--- src/hw/rtl/ptrq_sq.sv ---
// shared squaring unit with registered product
module ptrq_sq (
    input  logic        clk,
    input  logic        en,
    input  logic [15:0] a,
    output logic [31:0] p
);

    logic [31:0] p_reg;

    always_ff @(posedge clk)
    begin
        if (en)
        begin
            p_reg <= 32'(a) * 32'(a);
        end
    end

    assign p = p_reg;

endmodule

--- config.mk ---
export PLATFORM = sky130hd
export DESIGN_NAME = ptrq_sq
export DESIGN_NICKNAME = d
export VERILOG_FILES = /design/src/hw/rtl/ptrq_sq.sv
export SDC_FILE = /design/constraint.sdc
export NUM_CORES = 1
export LEC_CHECK = 0
export BUFFER_PORTS_ARGS = -buffer_cell sky130_fd_sc_hd__buf_2
export CORE_MARGIN = 2
export CORE_UTILIZATION = 55
export DETAILED_ROUTE_END_ITERATION = 10
export PLACE_DENSITY = 0.72
export SLEW_MARGIN = 25
export SYNTH_ARGS = -nofsm -noshare
export SYNTH_HDL_FRONTEND = slang
export SYNTH_SLANG_ARGS = --single-unit
--- constraint.sdc ---
create_clock -name clk -period 7.9 [get_ports clk]
set_clock_uncertainty 0.15 [all_clocks]
set_input_delay 0.79 -clock clk [delete_from_list [all_inputs] [get_ports clk]]
set_output_delay 0.79 -clock clk [all_outputs]
set_load 0.05 [all_outputs]
---- After elaboration in Yosys (flattened, before gate mapping) ----
Cells that the tools add are included.
word-level totals
  input bits .............................. 18
  output and inout bits ................... 32
  logic and storage cells ................. 2
  register bits after elaboration ......... 32
cells by class
  multipliers ............................. 1
operator list
  kind            number
  $mul 16x16->32  1

---- Depth between registers and ports, before layout ----
  depth in word-level cells ............... 1
  depth in mapped cells ................... 23
  mapped depth without buffers ............ 22

---- Worst setup path before layout ----
Ideal clock, no wire load.
  kind .................................... in2reg
  from .................................... input a[14]
  to ...................................... register p_reg[30], in the netlist p[30] (data pin)
  stages .................................. 21
  library setup time ...................... 262 ps
  required time ........................... 7488 ps
  arrival ................................. 6090 ps
  setup slack ............................. 1398 ps
  path buffers ............................ 3
  path through ............................ clkbuf_1 -> clkbuf_1 -> nand2_1 -> fa_1 -> fa_1 -> inv_1 -> fa_1 -> fa_1 -> fa_1 -> inv_1 -> fa_1 -> inv_1 -> ha_1 -> buf_6 -> a211oi_2 -> o211ai_1 -> a221o_1 -> a31oi_1 -> o31ai_2 -> o2bb2ai_1 -> xor2_1
between the ends
  word-level cells in the longest chain between the ends .. 1
ends and longest elaborated chain
  element               line  source
  start, declared       5     input logic [15:0] a,
  $mul 16x16->32        15    p_reg <= 32'(a) * 32'(a);
  end signal, assigned  15
  end, declared         9     logic [31:0] p_reg;
Every way passes these cells.
A chain may end at the register's enable or synchronous reset.

---- Worst setup path after layout ----
  from .................................... input a[3]
  to ...................................... register p_reg[30], in the netlist p[30] (data pin)
Same word-level chain as after synthesis.

==> summary.md <==
| Metric | Value |
|---|---|
| Status | `complete, no violations` |
| WHS | `0.755 ns` |
| Clk pin slew, worst setup/hold paths | `0.05 ns` |
| Final min period | `6.49 ns` |
| CTS H-tree lvls | `2` |
| Layout cell share with drive strength beyond 1 | `7.24%` |
| Rel. slew slack | `54.6%` |
| Max Used Layer | `met4` |
| Met3 wire length | `609 microns` |
| Clock Sink Count | `31` |
| Row count | `44` |
| Pre-antenna DRT Iters | `5` |
| WL met1 | `6.59 mm` |
| Netlist Area Pre-Place | `8290 sq um` |
| Worst-Margin Slew | `0.681 ns` |
| Initial antenna violation count | `0` |
| Total global-route track usage | `22.4%` |
| CP Capture Type | `register` |
| I/O Pins | `50` |
| Max reg flops | `31` |
| Die W | `127 microns` |
| Finish-stage setup viols | `0` |
| Syn nets | `1,163` |
| CP startpoint kind | `primary input` |
| Total Wirelength | `17.0 mm` |
| Post-layout util | `60.0%` |
| DIE HEIGHT | `127 microns` |
| Inserted Clock Buffers | `5` |
| Cell count after synthesis | `881` |
| Hold Vio Cnt, Final | `0` |
| Worst EP arrival | `6.36 ns` |
| Post-synth EDFFs | `31` |
| Critical path's slowest cell | `fa_1` |
| Unrepaired setup endpoints after global routing | `false` |
| Cts hold-fix bufs | `0` |
| Met2 Wirelength | `9.36 mm` |
| Max clock buf depth | `2` |
| Starting Density | `56.6%` |
| Clock Root Buffer | `clkbuf_16` |
| Peak per-stage delay on the critical path | `0.56 ns` |
| Residual DRC count | `0` |
| Largest net degree at the start of global routing | `32` |
| Via Count | `5,766` |
| DPL Wire Length | `14.6 mm` |
| Part of the cycle the worst path needs | `82.1%` |
| Max-cap viol count | `0` |
| Yosys warning count | `0` |
| Total grt overflow | `0` |
| Crit path cell chain | `buf_2 -> inv_1 -> nor2_1 -> fa_1 -> inv_1 -> fa_1 -> inv_1 -> fa_1 -> fa_1 -> fa_1 -> inv_1 -> fa_1 -> inv_1 -> ha_1 -> a211oi_2 -> o211ai_1 -> a221o_1 -> a31oi_1 -> o31ai_2 -> o2bb2ai_1 -> xor2_1` |
| Ys flop type | `edfxtp_1` |
| Most frequent cells in the layout | `inv_1, fa_1, ha_1` |
| Synth Register Bits | `31` |
| Vias in the first global route | `6,184` |
| Die Area | `16,100 sq um` |
| Setup TNS Final | `0 ns` |
| Hold crit path type | `in2reg` |
| Worst setup path class | `in2reg` |
| Final ANT Viol Nets | `0` |
| Routed WL per cell | `15.5 microns` |
| Synth-to-Final Area Change | `5.97%` |
| GPL Wtd Cong | `0.882` |
| Max-slew violation count | `0` |
| Buf+Inv Stages, Crit Path | `6` |
| Crit path top cell by count | `fa_1` |
| Seq/Total Area, Yosys | `11.2%` |
| Post-synth cell types | `50` |
| Final nets | `1,193` |
| Async SR Flop Fraction | `0%` |
| Ant. Diodes | `0` |
| 1st-iter DRT viols | `262` |
| Mean Syn Cell Area | `9.41 sq um` |
| FMAX | `154 MHz` |
| Port Buf Inserts | `48` |
| Core area | `14,600 sq um` |
| CTS tree | `built` |
| CP Max Fanout | `13` |
| CP top delay family | `adder cells` |
| Commonest non-fill, non-tap cell in the layout | `inv_1` |
| Post-CTS Setup Inserts | `0` |
| Worst Path Required | `7.77 ns` |
| Drt via density | `5.27` |
| First-pass GRT wire length | `28.5 mm` |
| CTS resizes | `0` |
-- layer usage --
layer | track usage, % | up-vias
met4 | 5.17 | 0
met5 | 0 | -
met1 | 27.9 | 2904
li1 | - | 2709
met3 | 2.28 | 28
met2 | 41.9 | 125
-- logic make-up after synthesis --
logic type      share of synthesized area, %
xor+xnor                                4.01
flops                                   11.2
compound gates                          6.80
fa+ha+maj                               54.5
buf+inv                                 12.7
simple gates                            10.6
mux                                    0.136
other cells                           0.0452
-- layout make-up --
type | count | area, sq um
clock buffers | 5 | 125
inverters | 251 | 942
multi-input cells | 574 | 6310
clock inverters | 2 | 8.76
repair buffers | 48 | 240
fillers | 1293 | 5860
flip-flops and latches | 31 | 931
well taps | 184 | 230
-- stage by stage --
step	instances	setup WS (ns)	area (sq um)
CTS	1095	1.41	8790
detailed placement	1088	1.16	8650
global route	1095	1.18	8790
global placement	1088	1.17	8650
floorplan	881	1.40	8290
finish	1095	1.41	8790
-- worst paths after layout --
kind	start	endpoint	slack [ns]	cells after the start
max	a[3]	p[30]	1.41	21
min	a[0]	p[0]	0.76	1
-- Yosys cell counts, drive strengths merged (2+ instances only) --
library cell	number	share of area [%]
ha	102	15
fa	162	39
o211ai	3	0.33
nand2	90	4.1
a21oi	25	1.5
nand3	5	0.30
o21ai	13	0.83
clkbuf	20	0.91
a31o	2	0.21
a31oi	5	0.38
nor3b	2	0.24
and3	8	0.60
nor3	4	0.24
a211oi	4	0.48
o21bai	2	0.18
nand4	3	0.23
nor2	28	1.3
edfxtp	31	11
o21a	3	0.27
nor2b	9	0.68
or2	3	0.23
a311o	2	0.24
inv	251	11
and2	34	2.6
a32oi	2	0.21
xor2	11	1.2
xnor2	27	2.9
buf	5	0.41
a21o	12	1.1
Power is left out: the tool's default activity adds up to more than one toggle a clock period on the data nets, which glitch-free logic cannot reach.
